### src/hdl/stli_pkg.sv
// package for the adc to temperature lookup unit
// types, sensor voltage rom and fixed constants; no dependencies
package stli_pkg;

    localparam int TABLE_ROWS = 116;
    localparam int ADC_BITS   = 16;
    localparam int ROM_ROWS   = 116;
    localparam int ROM_IW     = 7;
    localparam int FIRST_TEMP = -5;
    localparam int ROWS       = (TABLE_ROWS > ROM_ROWS) ? ROM_ROWS :
                                ((TABLE_ROWS < 2) ? 2 : TABLE_ROWS);
    localparam int IDX_W      = $clog2(ROWS);
    localparam int PADDR_W    = 4;

    localparam logic [15:0] SAMPLE_MASK = 16'((32'd1 << ADC_BITS) - 1);

    localparam logic [5:0] MUL_STEPS  = 6'd20;
    localparam logic [5:0] DIV_STEPS  = 6'd36;
    localparam logic [5:0] FRAC_STEPS = 6'd4;
    localparam logic [31:0] TEN_RECIP = 32'd52429;

    typedef logic signed [12:0] t_temp;

    typedef enum logic [1:0] {
        REG_STEPS = 2'd0,
        REG_REF   = 2'd1,
        REG_UNIT  = 2'd2
    } t_reg;

    typedef struct packed {
        logic [15:0] steps;
        logic [12:0] ref_mv;
        logic        fahrenheit;
    } t_cfg;

    localparam logic [15:0] ROM_MV [ROM_ROWS] = '{
        16'd21540, 16'd21430, 16'd21320, 16'd21220, 16'd21110, 16'd21000, 16'd20890,
        16'd20790, 16'd20680, 16'd20570, 16'd20470, 16'd20360, 16'd20250, 16'd20140,
        16'd20040, 16'd19930, 16'd19820, 16'd19710, 16'd19610, 16'd19500, 16'd19390,
        16'd19280, 16'd19180, 16'd19070, 16'd18960, 16'd18850, 16'd18740, 16'd18640,
        16'd18530, 16'd18420, 16'd18310, 16'd18200, 16'd18100, 16'd17990, 16'd17880,
        16'd17770, 16'd17660, 16'd17560, 16'd17450, 16'd17340, 16'd17230, 16'd17120,
        16'd17010, 16'd16900, 16'd16790, 16'd16680, 16'd16570, 16'd16460, 16'd16350,
        16'd16240, 16'd16130, 16'd16020, 16'd15910, 16'd15800, 16'd15690, 16'd15580,
        16'd15470, 16'd15360, 16'd15250, 16'd15140, 16'd15030, 16'd14920, 16'd14810,
        16'd14700, 16'd14590, 16'd14480, 16'd14360, 16'd14250, 16'd14140, 16'd14030,
        16'd13910, 16'd13800, 16'd13690, 16'd13580, 16'd13460, 16'd13350, 16'd13240,
        16'd13130, 16'd13010, 16'd12900, 16'd12790, 16'd12680, 16'd12570, 16'd12450,
        16'd12340, 16'd12230, 16'd12120, 16'd12010, 16'd11890, 16'd11780, 16'd11670,
        16'd11550, 16'd11440, 16'd11330, 16'd11220, 16'd11100, 16'd10990, 16'd10880,
        16'd10760, 16'd10650, 16'd10540, 16'd10420, 16'd10310, 16'd10200, 16'd10080,
        16'd9970,  16'd9860,  16'd9740,  16'd9630,  16'd9510,  16'd9400,  16'd9290,
        16'd9170,  16'd9060,  16'd8950,  16'd8830
    };

    function automatic logic [15:0] rom_mv(input logic [ROM_IW-1:0] k);
        return ROM_MV[k];
    endfunction

    // row index to tenths of a degree celsius
    function automatic t_temp tenths_of(input logic [ROM_IW-1:0] k);
        logic [12:0] w;
        w = 13'(k);
        return t_temp'((w << 3) + (w << 1) - 13'(-FIRST_TEMP * 10));
    endfunction

endpackage

### src/hdl/stli_sample_if.sv
// input channel of the adc to temperature unit: one adc sample per item
// no dependencies
interface stli_sample_if;
    logic        valid;
    logic        ready;
    logic [15:0] adc_sample;
    modport source (output valid, output adc_sample, input ready);
    modport sink (input valid, input adc_sample, output ready);
endinterface

### src/hdl/stli_temp_if.sv
// output channel of the adc to temperature unit: one temperature per item
// no dependencies
interface stli_temp_if;
    logic               valid;
    logic               ready;
    logic signed [12:0] temperature_tenths;
    modport source (output valid, output temperature_tenths, input ready);
    modport sink (input valid, input temperature_tenths, output ready);
endinterface

### src/hdl/stli_cfg.sv
// apb register block: full scale steps, reference millivolts, unit select
// depends on stli_pkg
module stli_cfg (
    input  logic                         i_clk,
    input  logic                         i_rst_n,
    input  logic                         psel,
    input  logic                         penable,
    input  logic                         pwrite,
    input  logic [stli_pkg::PADDR_W-1:0] paddr,
    input  logic [31:0]                  pwdata,
    output logic [31:0]                  prdata,
    output logic                         pready,
    output stli_pkg::t_cfg               o_cfg
);
    import stli_pkg::*;

    t_cfg r_cfg;
    t_cfg n_cfg;
    t_reg w_reg;

    assign pready = 1'b1;
    assign o_cfg  = r_cfg;
    assign w_reg  = t_reg'(paddr[3:2]);

    always_comb begin
        n_cfg = r_cfg;
        if (psel && penable && pwrite) begin
            unique case (w_reg)
                REG_STEPS: n_cfg.steps      = pwdata[15:0];
                REG_REF:   n_cfg.ref_mv     = pwdata[12:0];
                REG_UNIT:  n_cfg.fahrenheit = pwdata[0];
                default:   n_cfg = r_cfg;
            endcase
        end
    end

    always_comb begin
        unique case (w_reg)
            REG_STEPS: prdata = 32'(r_cfg.steps);
            REG_REF:   prdata = 32'(r_cfg.ref_mv);
            REG_UNIT:  prdata = 32'(r_cfg.fahrenheit);
            default:   prdata = 32'd0;
        endcase
    end

    always_ff @(posedge i_clk) begin
        if (!i_rst_n) begin
            r_cfg.steps      <= 16'd4096;
            r_cfg.ref_mv     <= 13'd3300;
            r_cfg.fahrenheit <= 1'b0;
        end else begin
            r_cfg <= n_cfg;
        end
    end

endmodule

### src/hdl/sensor_adc_to_temperature_lut_interp_unit.sv
// channel    dir  payload                      handshake
// i_sample   in   adc_sample [15:0] unsigned   valid/ready
// o_temp     out  temperature_tenths [12:0] s  valid/ready
// apb        in   steps, reference mv, unit    psel/penable/pwrite, pready high
//
// one item at a time; a 20-step shift-add multiply
// and a 36-step restoring divide dominate, then up to 7 search steps and a
// 4-step fraction divide; saturated voltages skip the search
// synchronous active-low reset clears the sequencer and output valid
// a result waiting on o_temp does not stop the next item being accepted
// depends on stli_pkg, stli_sample_if, stli_temp_if, stli_cfg
module sensor_adc_to_temperature_lut_interp_unit (
    input  logic                         i_clk,
    input  logic                         i_rst_n,
    input  logic                         psel,
    input  logic                         penable,
    input  logic                         pwrite,
    input  logic [stli_pkg::PADDR_W-1:0] paddr,
    input  logic [31:0]                  pwdata,
    output logic [31:0]                  prdata,
    output logic                         pready,
    stli_sample_if.sink                  i_sample,
    stli_temp_if.source                  o_temp
);
    import stli_pkg::*;

    typedef enum logic [8:0] {
        S_IDLE  = 9'b000000001,
        S_MUL   = 9'b000000010,
        S_DIV   = 9'b000000100,
        S_RANGE = 9'b000001000,
        S_SRCH  = 9'b000010000,
        S_FRAC  = 9'b000100000,
        S_CMB   = 9'b001000000,
        S_UNIT  = 9'b010000000,
        S_SCALE = 9'b100000000
    } t_state;

    t_cfg w_cfg;

    t_state           r_state, n_state;
    logic             r_done, n_done;
    logic [15:0]      r_sample, n_sample;
    logic [19:0]      r_m, n_m;
    logic [35:0]      r_p, n_p;
    logic [19:0]      r_div, n_div;
    logic [19:0]      r_rem, n_rem;
    logic [5:0]       r_cnt, n_cnt;
    logic [IDX_W-1:0] r_lo, n_lo;
    logic [IDX_W-1:0] r_hi, n_hi;
    logic [19:0]      r_num, n_num;
    logic [18:0]      r_dsh, n_dsh;
    logic [3:0]       r_q, n_q;
    t_temp            r_c, n_c;
    logic [14:0]      r_x, n_x;
    t_temp            r_res, n_res;
    logic             r_out_valid, n_out_valid;
    t_temp            r_out, n_out;

    logic [15:0]      w_steps;
    logic [19:0]      w_ref;
    logic [20:0]      w_trial;
    logic [15:0]      w_v;
    logic [15:0]      w_d;
    logic [19:0]      w_d20;
    logic [15:0]      w_dd;
    logic [IDX_W-1:0] w_mid;
    logic [14:0]      w_c15;
    logic [31:0]      w_prod;

    stli_cfg u_cfg (
        .i_clk   (i_clk),
        .i_rst_n (i_rst_n),
        .psel    (psel),
        .penable (penable),
        .pwrite  (pwrite),
        .paddr   (paddr),
        .pwdata  (pwdata),
        .prdata  (prdata),
        .pready  (pready),
        .o_cfg   (w_cfg)
    );

    assign i_sample.ready            = (r_state == S_IDLE) && !r_done;
    assign o_temp.valid              = r_out_valid;
    assign o_temp.temperature_tenths = r_out;

    assign w_steps = (w_cfg.steps == 16'd0) ? 16'd1 : w_cfg.steps;
    assign w_ref   = 20'(w_cfg.ref_mv);
    assign w_trial = {r_rem, r_p[35]};
    assign w_v     = r_p[15:0];
    assign w_d     = rom_mv(ROM_IW'(r_lo)) - w_v;
    assign w_d20   = 20'(w_d);
    assign w_dd    = rom_mv(ROM_IW'(r_lo)) - rom_mv(ROM_IW'(r_hi));
    assign w_mid   = IDX_W'(({1'b0, r_hi} + {1'b0, r_lo}) >> 1);
    assign w_c15   = 15'(r_c);
    assign w_prod  = 32'(r_x) * TEN_RECIP;

    always_comb begin
        n_state     = r_state;
        n_done      = r_done;
        n_sample    = r_sample;
        n_m         = r_m;
        n_p         = r_p;
        n_div       = r_div;
        n_rem       = r_rem;
        n_cnt       = r_cnt;
        n_lo        = r_lo;
        n_hi        = r_hi;
        n_num       = r_num;
        n_dsh       = r_dsh;
        n_q         = r_q;
        n_c         = r_c;
        n_x         = r_x;
        n_res       = r_res;
        n_out       = r_out;
        n_out_valid = r_out_valid && !o_temp.ready;

        // hand the finished item to the output register
        if (r_done && !r_out_valid) begin
            n_out_valid = 1'b1;
            n_out       = r_res;
            n_done      = 1'b0;
        end else if (r_done && o_temp.ready) begin
            n_out_valid = 1'b1;
            n_out       = r_res;
            n_done      = 1'b0;
        end

        unique case (r_state)
            S_IDLE: begin
                if (i_sample.valid && !r_done) begin
                    n_sample = i_sample.adc_sample & SAMPLE_MASK;
                    n_m      = (w_ref << 6) + (w_ref << 5) + (w_ref << 2);
                    n_div    = ({4'd0, w_steps} << 3) + ({4'd0, w_steps} << 1);
                    n_p      = '0;
                    n_cnt    = MUL_STEPS - 6'd1;
                    n_state  = S_MUL;
                end
            end
            S_MUL: begin
                n_p = {r_p[34:0], 1'b0} + (r_m[19] ? 36'(r_sample) : 36'd0);
                n_m = r_m << 1;
                if (r_cnt == 6'd0) begin
                    n_rem   = '0;
                    n_cnt   = DIV_STEPS - 6'd1;
                    n_state = S_DIV;
                end else begin
                    n_cnt = r_cnt - 6'd1;
                end
            end
            S_DIV: begin
                // quotient bits shift in where dividend bits leave
                if (w_trial >= {1'b0, r_div}) begin
                    n_rem = 20'(w_trial - {1'b0, r_div});
                    n_p   = {r_p[34:0], 1'b1};
                end else begin
                    n_rem = w_trial[19:0];
                    n_p   = {r_p[34:0], 1'b0};
                end
                if (r_cnt == 6'd0) begin
                    n_state = S_RANGE;
                end else begin
                    n_cnt = r_cnt - 6'd1;
                end
            end
            S_RANGE: begin
                priority if (r_p > 36'(rom_mv(ROM_IW'(0)))) begin
                    n_c     = tenths_of(ROM_IW'(0));
                    n_state = S_UNIT;
                end else if (r_p <= 36'(rom_mv(ROM_IW'(ROWS - 1)))) begin
                    n_c     = tenths_of(ROM_IW'(ROWS - 1));
                    n_state = S_UNIT;
                end else begin
                    n_lo    = '0;
                    n_hi    = IDX_W'(ROWS - 1);
                    n_state = S_SRCH;
                end
            end
            S_SRCH: begin
                // invariant: rom[lo] >= v > rom[hi]
                if (IDX_W'(r_hi - r_lo) == IDX_W'(1)) begin
                    if (w_d == 16'd0) begin
                        n_c     = tenths_of(ROM_IW'(r_lo));
                        n_state = S_UNIT;
                    end else begin
                        n_num   = (w_d20 << 3) + (w_d20 << 1);
                        n_dsh   = 19'({w_dd, 3'b000});
                        n_q     = '0;
                        n_cnt   = FRAC_STEPS - 6'd1;
                        n_state = S_FRAC;
                    end
                end else if (rom_mv(ROM_IW'(w_mid)) >= w_v) begin
                    n_lo = w_mid;
                end else begin
                    n_hi = w_mid;
                end
            end
            S_FRAC: begin
                if (r_num >= 20'(r_dsh)) begin
                    n_num = r_num - 20'(r_dsh);
                    n_q   = {r_q[2:0], 1'b1};
                end else begin
                    n_q   = {r_q[2:0], 1'b0};
                end
                n_dsh = r_dsh >> 1;
                if (r_cnt == 6'd0) begin
                    n_state = S_CMB;
                end else begin
                    n_cnt = r_cnt - 6'd1;
                end
            end
            S_CMB: begin
                // below zero degrees truncation toward zero rounds the fraction up
                n_c = tenths_of(ROM_IW'(r_lo)) + t_temp'(r_q)
                    + ((int'(r_lo) < -FIRST_TEMP && r_num != 20'd0) ? 13'sd1 : 13'sd0);
                n_state = S_UNIT;
            end
            S_UNIT: begin
                if (w_cfg.fahrenheit) begin
                    n_x     = (w_c15 << 4) + (w_c15 << 1) + 15'd3200;
                    n_state = S_SCALE;
                end else begin
                    n_res   = r_c;
                    n_done  = 1'b1;
                    n_state = S_IDLE;
                end
            end
            S_SCALE: begin
                // divide by ten through the reciprocal, exact for this range
                n_res   = t_temp'({1'b0, w_prod[30:19]});
                n_done  = 1'b1;
                n_state = S_IDLE;
            end
            default: n_state = S_IDLE;
        endcase
    end

    always_ff @(posedge i_clk) begin
        if (!i_rst_n) begin
            r_state     <= S_IDLE;
            r_done      <= 1'b0;
            r_out_valid <= 1'b0;
        end else begin
            r_state     <= n_state;
            r_done      <= n_done;
            r_out_valid <= n_out_valid;
        end
    end

    always_ff @(posedge i_clk) begin
        r_sample <= n_sample;
        r_m      <= n_m;
        r_p      <= n_p;
        r_div    <= n_div;
        r_rem    <= n_rem;
        r_cnt    <= n_cnt;
        r_lo     <= n_lo;
        r_hi     <= n_hi;
        r_num    <= n_num;
        r_dsh    <= n_dsh;
        r_q      <= n_q;
        r_c      <= n_c;
        r_x      <= n_x;
        r_res    <= n_res;
        r_out    <= n_out;
    end

`ifndef SYNTHESIS
    a_rem_below_div: assert property (@(posedge i_clk) disable iff (!i_rst_n)
        (r_state == S_DIV) |-> (r_rem < r_div))
        else $error("divider remainder not below divisor");

    a_search_order: assert property (@(posedge i_clk) disable iff (!i_rst_n)
        (r_state == S_SRCH) |-> (r_lo < r_hi))
        else $error("search bounds crossed");

    a_frac_digit: assert property (@(posedge i_clk) disable iff (!i_rst_n)
        (r_state == S_FRAC) |-> (r_num < {r_dsh, 1'b0}))
        else $error("fraction quotient digit overflow");

    a_done_idle: assert property (@(posedge i_clk) disable iff (!i_rst_n)
        r_done |-> (r_state == S_IDLE))
        else $error("finished item held outside idle");
`endif

endmodule

### src/flat_wrapper.sv
// flat-port wrapper written by rule: the top's interface ports become plain ports
module sensor_adc_to_temperature_lut_interp_unit_flat import stli_pkg::*;
  (i_clk, i_rst_n, psel, penable, pwrite, paddr, pwdata, prdata, pready, i_sample_valid, i_sample_adc_sample, i_sample_ready, o_temp_valid, o_temp_temperature_tenths, o_temp_ready);
  stli_sample_if i_sample_i ();
  stli_temp_if o_temp_i ();
  input  logic i_clk;
  input  logic i_rst_n;
  input  logic psel;
  input  logic penable;
  input  logic pwrite;
  input  logic [stli_pkg::PADDR_W-1:0] paddr;
  input  logic [31:0] pwdata;
  output logic [31:0] prdata;
  output logic pready;
  input wire logic [$bits(i_sample_i.valid)-1:0] i_sample_valid;
  input wire logic [$bits(i_sample_i.adc_sample)-1:0] i_sample_adc_sample;
  output wire logic [$bits(i_sample_i.ready)-1:0] i_sample_ready;
  output wire logic [$bits(o_temp_i.valid)-1:0] o_temp_valid;
  output wire logic [$bits(o_temp_i.temperature_tenths)-1:0] o_temp_temperature_tenths;
  input wire logic [$bits(o_temp_i.ready)-1:0] o_temp_ready;
  assign i_sample_i.valid = i_sample_valid;
  assign i_sample_i.adc_sample = i_sample_adc_sample;
  assign i_sample_ready = i_sample_i.ready;
  assign o_temp_valid = o_temp_i.valid;
  assign o_temp_temperature_tenths = o_temp_i.temperature_tenths;
  assign o_temp_i.ready = o_temp_ready;
  sensor_adc_to_temperature_lut_interp_unit u_core (.i_clk(i_clk), .i_rst_n(i_rst_n), .psel(psel), .penable(penable), .pwrite(pwrite), .paddr(paddr), .pwdata(pwdata), .prdata(prdata), .pready(pready), .i_sample(i_sample_i), .o_temp(o_temp_i));
endmodule
### config.mk
export PLATFORM = sky130hd
export DESIGN_NAME = sensor_adc_to_temperature_lut_interp_unit_flat
export DESIGN_NICKNAME = d
export VERILOG_FILES = /design/src/hdl/stli_pkg.sv /design/src/hdl/stli_sample_if.sv /design/src/hdl/stli_temp_if.sv /design/src/hdl/stli_cfg.sv /design/src/hdl/sensor_adc_to_temperature_lut_interp_unit.sv /design/src/flat_wrapper.sv
export SDC_FILE = /design/constraint.sdc
export NUM_CORES = 1
export LEC_CHECK = 0
export ABC_AREA = 0
export BUFFER_PORTS_ARGS = -buffer_cell sky130_fd_sc_hd__buf_4
export CORE_MARGIN = 4
export CORE_UTILIZATION = 59
export CTS_BUF_LIST = sky130_fd_sc_hd__clkbuf_4
export DETAILED_ROUTE_END_ITERATION = 12
export HOLD_SLACK_MARGIN = 0.12
export PLACE_DENSITY = 0.8
export SLEW_MARGIN = 40
export SYNTH_ARGS = -nofsm -noshare
export SYNTH_HDL_FRONTEND = slang
export SYNTH_SLANG_ARGS = --single-unit
### constraint.sdc
create_clock -name i_clk -period 6.57 [get_ports i_clk]
set_input_delay 0.3285 -clock i_clk [delete_from_list [all_inputs] [get_ports i_clk]]
set_output_delay 0.3285 -clock i_clk [all_outputs]
set_load 0.02 [all_outputs]
==> impl_metrics.toml, run 1 <==
[status]
outcome = "complete, no violations"

[worst_hold_path]
min_from = "i_sample_adc_sample[2]"
hold_class = "primary input to flop"

[die]
boundaryPins = 107
dieArea_um2 = 49300
core_area_um2 = 45400
core.rowCount = 78
initial_core_util_pct = 59.6
die_x_um = 222
chipHeight_um = 222

[logic_synthesis]
seq_area_frac_synth_pct = 28.0
synth_enable_flop_cells = 225
synth_ff_type = "edfxtp_1"
syn_area_um2 = 27100
syn_area_per_cell_um2 = 8.44
yosys_warnings = 0
async_flop_share_pct = 0
syn_inst = 3204
synth-seq-cells = 266
ys_types = 86

[clock_network]
clk_pin_slew_worst_paths_ns = 0.07
cts_buffers = 72
htreeDepth = 3
clkLatencyLatePin_ns = 0.80
root_buffer = "clkbuf_4"
clock_sinks = 266
clk_path_buf_depth = 3
tritoncts = "done"

[pwr]
clock_power_share_pct = 31.7
internal_power_uw = 3260
power.density_nw_per_um2 = 163
switching_share_pct = 32.3
comb_power_share_pct = 25.9
netSwitchingPower_uw = 1560
peakVddDrop_mv = 0.153
p_leak_uw = 0.0125
pwr-share-seq_pct = 42.5

[grt]
first_global_vias = 24700
grt_antenna_before_repair = 3
grt_max_degree = 76
grt-ovfl-total = 0
grtUsageTotal_pct = 29.8
grt_pass1_wl_mm = 123

[timing]
layout_setup_ws_ns = 0.457
rsz0062_at_grt = "false"
period_needed_ns = 6.11
hold_viol = 0
maxSlewHeadroom_pct = 42.5
finalSetupTns_ns = 0
worstMarginPinSlew_ns = 0.857
setup_viol = 0
holdWs_ns = 0.269
fin_skew_ns = 0.0583
finalMaxSlewViolations = 0
fmax_mhz = 164
min_period_over_period_pct = 93.0

[routing]
num_vias = 25000
drt_wl_total_mm = 75.6
post_drt_via_cell_ratio = 6.34
drt_pre_antenna_iters = 8
wl_per_cell_um = 19.2
drc = 0
drt_iter0_drc = 2897
ant_nets = 0

[flow_run]
drv_cap = 0

[placed_design]
preCtsSetupSlack_ns = 0.507
dp_hpwl_mm = 55.0
place_congestion = 0.960
portBuffers = 71

[layout]
nets = 3743
drive_gt1_share_pct = 9.20
syn2layout_area_growth_pct = 9.50

[critical_path]
critical_path_arrival_ns = 6.62
r2r-start = "u_core.r_x[9]"
crit_path_end_kind = "flop"
required_ns = 7.07
crit_type = "flop to flop"
cp_max_fo = 5
worst_setup_path_start_kind = "flop"
startpoint = "u_core.r_x[9]"
## final cells by class
cell class	instances	area [µm²]
Multi-Input combinational cell	2517	17900
Fill cell	3653	15800
Antenna cell	3	7.51
Sequential cell	266	7580
Timing Repair Buffer	182	1520
Clock inverter	23	130
Tap cell	600	751
Clock buffer	106	796
Inverter	243	912
## layout by cell type (no fill, tap or decap), types with 18 or more instances in the layout
master	instances
and2_1	30
fa_1	72
nor4_1	20
o21a_1	18
nand2b_1	31
dlygate4sd3_1	48
nor3_1	59
o22ai_1	23
nor2b_1	32
a211oi_1	43
dfxtp_1	41
nand4_1	27
nor2_1	298
clkinv_1	20
a21o_1	53
o21bai_1	19
xor2_1	55
edfxtp_1	225
a21oi_1	297
buf_4	130
a31oi_1	27
nand2_1	298
ha_1	329
nand3_1	52
inv_1	236
o21ai_0	256
mux2i_1	37
o211ai_1	31
clkbuf_4	106
xnor2_1	98
## synth_stat cells (7+ instances only)
master	count	area share (%)
a211o_1	8	0.26
o21ai_0	258	4.8
inv_1	238	3.3
o21bai_1	19	0.53
nor2b_1	32	0.74
buf_1	22	0.31
dfxtp_1	41	3.0
a21oi_1	298	5.5
a31oi_1	27	0.62
nand3_1	52	0.96
o221ai_1	13	0.42
a22oi_1	10	0.28
a21boi_0	17	0.47
edfxtp_1	225	25
clkbuf_1	154	2.1
or2_2	12	0.28
and2_1	30	0.69
and3_1	17	0.39
a21o_1	53	1.5
a311oi_1	16	0.52
nor2_1	300	4.2
o31ai_1	15	0.42
o21a_1	19	0.53
a211oi_1	44	1.2
o22ai_1	23	0.53
buf_4	17	0.47
xor2_1	55	1.8
a31o_2	7	0.23
nand2b_1	31	0.72
fa_1	72	5.3
nor4_1	20	0.46
nand3b_1	8	0.22
nand4_1	27	0.62
mux2i_1	37	1.4
o211ai_1	31	0.86
nor3b_1	9	0.25
or3_1	14	0.32
nor3_1	60	1.1
nand2_1	298	4.1
o311ai_0	14	0.45
ha_1	330	15
xnor2_1	101	3.3
## cells by family after synthesis
logic type / after synthesis / synth area share [%]
other: 2 / 0.0278
xor gates and xnor gates: 156 / 5.05
muxes: 45 / 1.91
buffers and inverters: 436 / 6.29
and+or+nand+nor: 934 / 15.8
DFF: 266 / 28.0
AOI/OAI and AO/OA: 962 / 22.2
adders and majority gates: 403 / 20.6
## power groups by stage
stage | Sequential, µW | Clock [µW] | Combinational, µW
finish | 2050 | 1530 | 1250
global route | 2060 | 1650 | 1380
CTS | 2050 | 1560 | 1230
detailed placement | 2080 | 0 | 1200
global placement | 2080 | 0 | 1140
floorplan | 2050 | 0 | 918
## worst paths after layout
| kind | cells past startpoint | slack [ns] | end |
|---|---|---|---|
| hold / removal | 2 | 0.27 | u_core.r_sample[2] |
| hold reg to reg | 0 | 0.43 | u_core.o_temp.temperature_tenths[2] |
| setup / recovery | 20 | 0.46 | u_core.r_res[10] |
| setup reg to reg | 20 | 0.46 | u_core.r_res[10] |
## metal layers
layer	GRT usage (%)	vias up	share of wire (%)
li1	-	11700	-
met1	37.8	11700	40
met2	49.9	1259	48
met3	4.90	262	7.7
met4	14.3	0	4.5
met5	0	-	0
## registers in the layout, indices dropped and copies added, names as in the netlist
register	count
u_core.r_c	13
u_core.r_lo	7
u_core.u_cfg.o_cfg	30
u_core.r_q	4
u_core.r_rem	20
u_core.o_temp.temperature_tenths	13
u_core.r_dsh	19
u_core.r_m	18
u_core.r_res	13
u_core.r_x	14
u_core.r_sample	16
u_core.r_p	36
u_core.r_div	19
u_core.r_state	9
u_core.r_cnt	6
u_core.r_num	20
u_core.r_hi	7
u_core.o_temp.valid	1
u_core.r_done	1
## per-stage QoR
step | area, µm² | total power, µW | std cells | utilization [%]
after floorplan | 27100 | 2970 | 3219 | -
after global routing | 29600 | 5090 | 3939 | 65.3
final | 29600 | 4820 | 3940 | 65.3
after CTS | 29600 | 4830 | 3936 | 65.2
after detailed placement | 28200 | 3280 | 3759 | 62.1
after global placement | 28200 | 3220 | 3758 | 62.1
## critical path, cell delays in order, from the launching register on
cell and delay (ns):
edfxtp_1 0.50, ha_1 0.35, inv_1 0.05, fa_1 0.55, fa_1 0.54, inv_1 0.04, ha_1 0.32, a21o_1 0.21
fa_1 0.49, fa_1 0.50, ha_1 0.35, a21oi_1 0.16, o21ai_0 0.11, nand2_1 0.09, o211ai_1 0.21, a211oi_1 0.52
a21oi_1 0.22, a21oi_1 0.28, o21bai_1 0.12, xnor2_1 0.14, o21ai_0 0.08
## timing repair
action                                  in CTS  in global routing
endpoints found under the hold margin       56                  0
buffers inserted                             0                  0
resized for setup                            0                  2
endpoints found under the setup margin       0                  1
hold buffers                                48                  0
(Power assumes the default switching activity.)
==> run 2: changes to the inputs <==
--- a/config.mk
+++ b/config.mk
@@ -12,8 +12,9 @@
 export CTS_BUF_LIST = sky130_fd_sc_hd__clkbuf_4
 export DETAILED_ROUTE_END_ITERATION = 12
 export HOLD_SLACK_MARGIN = 0.12
-export PLACE_DENSITY = 0.8
+export PLACE_DENSITY = 0.84
 export SLEW_MARGIN = 40
 export SYNTH_ARGS = -nofsm -noshare
 export SYNTH_HDL_FRONTEND = slang
+export SYNTH_HIERARCHICAL = 1
 export SYNTH_SLANG_ARGS = --single-unit
==> run 2 against run 1 <==
Against the previous run:
- synthesized cell count down 0.53%
- cell count down 0.13%
- sequential share of layout area down 0.22 points
- setup slack worse by 0.00071 ns
- first-iteration DRC count down 13%
- largest power group unchanged
- clock power about the same
- fmax about the same
==> impl_metrics.toml, run 2 <==
[status]
outcome = "complete, no violations"

[logic_synthesis]
seq_area_frac_synth_pct = 27.8
syn_inst = 3187
synth_top_area_share_pct = 24.8
synth_top_area_cell = "edfxtp_1"
synth_ff_type = "edfxtp_1"
ys_types = 89
async_flop_share_pct = 0
syn_area_per_cell_um2 = 8.55
synth_commonest_cells = "ha_1, nand2_1, nor2_1"
yosys_warnings = 6
yosysMostFrequentCell = "ha_1"
synth_area_leaders = "edfxtp_1, ha_1, fa_1, a21oi_1, o21ai_0"
synth-seq-cells = 266
synth_enable_flop_cells = 225
syn_area_um2 = 27200

[pwr]
p_leak_uw = 0.0129
power.density_nw_per_um2 = 143
peakVddDrop_mv = 0.184

[worst_hold_path]
hold_class = "primary input to flop"
holdPathStages = 2
holdPathEnd = "u_core/r_sample[8]"
min_from = "i_sample_adc_sample[8]"

[layout]
layout_commonest_cell = "ha_1"
mostFrequentLayoutCells = "ha_1, nand2_1, nor2_1"
fill_cells = 3627
layoutNonFillerInstCount = 3935
regMostFlops = "u_core/r_p"
nets = 3748
drive_gt1_share_pct = 9.00
multiInputGateArea_um2 = 18000
layout.area.seq_um2 = 7580
largest_register_ffs = 36
syn2layout_area_growth_pct = 9.70

[placed_design]
portBuffers = 71
dp_hpwl_mm = 53.7
preCtsSetupSlack_ns = 0.517
dpl.cell_count = 3752
place_congestion = 0.961

[timing]
min_period_over_period_pct = 93.1
period_needed_ns = 6.11
setup_viol = 0
layout_setup_ws_ns = 0.456
finalSetupTns_ns = 0
holdWs_ns = 0.318
fmax_mhz = 164
fin_skew_ns = 0.0794
worstMarginPinSlew_ns = 0.846
finalMaxSlewViolations = 0
maxSlewHeadroom_pct = 43.1
hold_viol = 0
rsz0062_at_grt = "false"

[clock_network]
clock_sinks = 266
tritoncts = "done"
clk_path_buf_depth = 3
post-cts-setup-buffers = 0
clkLatencyLatePin_ns = 0.76
htreeDepth = 3
cts_buffers = 71
clk_pin_slew_worst_paths_ns = 0.08
root_buffer = "clkbuf_4"

[routing]
drt_wl_total_mm = 75.1
drt_pre_antenna_iters = 5
wl_per_cell_um = 19.1
drt_iter0_drc = 2511
post_drt_via_cell_ratio = 6.31
num_vias = 24800
ant_nets = 0
drc = 0

[grt]
first_global_vias = 24600
grt-ovfl-total = 0
grtUsageTotal_pct = 29.2
grt_pass1_wl_mm = 122
grt_max_degree = 65
grt_antenna_before_repair = 2

[critical_path]
crit_type = "flop to flop"
required_ns = 7.02
rrSetupSlack_ns = 0.46
path_delay_family = "adder cells"
critical_path_arrival_ns = 6.57
r2r-start = "u_core/r_x[11]"
r2r_cells = 18
crit_path_end_kind = "flop"
timing.rr.end = "u_core/r_res[11]"
cp.buffers_inverters = 2
crit_chain = "ha_1, ha_1, fa_1, inv_1, fa_1, inv_1, fa_1, fa_1, ha_1, and4_1, nand4_1, a41o_1, o211ai_1, nand2_1, o2111ai_1, o31ai_1, xnor2_1, o21ai_0"
worst_setup_path_start_kind = "flop"
worst_path_most_repeated_cell = "fa_1"
worst_path_max_delay_cell = "fa_1"
critPathMaxStageDelay_ns = 0.65
cp_max_fo = 4

[die]
dieArea_um2 = 49700
core_area_um2 = 45500
boundaryPins = 107
chipHeight_um = 223
core.rowCount = 78
initial_core_util_pct = 59.9
die_x_um = 223

[flow_run]
drv_cap = 0
[run 2: cell count changes after synthesis, moves of 17 or more]
| cell | before | now |
|---|---|---|
| a21oi_1 | 298 | 251 |
| mux2i_1 | 37 | 71 |
| nor2_1 | 300 | 268 |
| o21ai_0 | 258 | 236 |
| nor2b_1 | 32 | 50 |
| inv_1 | 238 | 255 |
[run 2: layout make-up]
cell class                      count  area share, %
Tap cell                          600           2.51
Sequential cell                   266           25.4
Clock inverter                     19          0.364
Inverter                          260           3.27
Antenna cell                        2         0.0167
Multi-Input combinational cell   2489           60.4
Timing Repair Buffer              191           5.39
Clock buffer                      108           2.71
[run 2: cells by family after synthesis]
logic type	count (synthesis)	share of synthesized area, %
muxes	80	3.31
xor gates and xnor gates	142	4.57
AOI/OAI and AO/OA	883	20.3
and+or+nand+nor	956	16.6
DFF	266	27.8
other	2	0.0276
buffers and inverters	447	6.52
adders and majority gates	411	20.9
[run 2: worst max-delay path by stage]
stage / from / endpoint / slack, ns / cells after the start
finish: u_core/r_x[11] / u_core/r_res[11] / 0.46 / 18
global route: u_core/r_lo[1] / u_core/r_num[17] / 0.04 / 28
CTS: u_core/r_x[9] / u_core/r_res[11] / 0.50 / 19
detailed placement: u_core/r_x[11] / u_core/r_res[11] / 0.52 / 18
global placement: u_core/r_lo[1] / u_core/r_num[18] / 0.55 / 21
floorplan: u_core/r_lo[0] / u_core/r_num[0] / 0.008 / 21
[run 2: routing by layer]
metal | vias up | global-route usage (%) | wire length (µm)
met3 | 232 | 4.28 | 5300
met4 | 0 | 11.3 | 2750
met2 | 1138 | 48.8 | 35900
li1 | 11700 | - | -
met5 | - | 0 | 0
met1 | 11800 | 38.5 | 31200
[run 2: worst reg2reg max path, stage by stage (launching register included)]
cell and delay, ns:
edfxtp_1 0.51, ha_1 0.37, ha_1 0.36, fa_1 0.65
inv_1 0.09, fa_1 0.53, inv_1 0.05, fa_1 0.50
fa_1 0.49, ha_1 0.33, and4_1 0.22, nand4_1 0.13
a41o_1 0.25, o211ai_1 0.26, nand2_1 0.14, o2111ai_1 0.41
o31ai_1 0.14, xnor2_1 0.32, o21ai_0 0.12
[run 2: where the power goes]
| group | internal (µW) | switching (µW) | total [µW] |
|---|---|---|---|
| clock | 791 | 716 | 1510 |
| sequential | 1910 | 51.8 | 1960 |
| combinational | 339 | 468 | 807 |
| total | 3040 | 1240 | 4280 |
[run 2: metrics by stage]
stage | total power (µW) | instance area, µm² | utilization [%]
global route | 4510 | 29900 | 65.7
global placement | 2720 | 28400 | 62.4
floorplan | 2580 | 27300 | -
CTS | 4280 | 29900 | 65.7
detailed placement | 2760 | 28400 | 62.5
finish | 4280 | 29900 | 65.7
[run 2: repair_timing]
action,CTS,global route
resized for setup,0,1
endpoints found under the hold margin,53,0
setup endpoints to repair,0,1
hold buffers,53,0
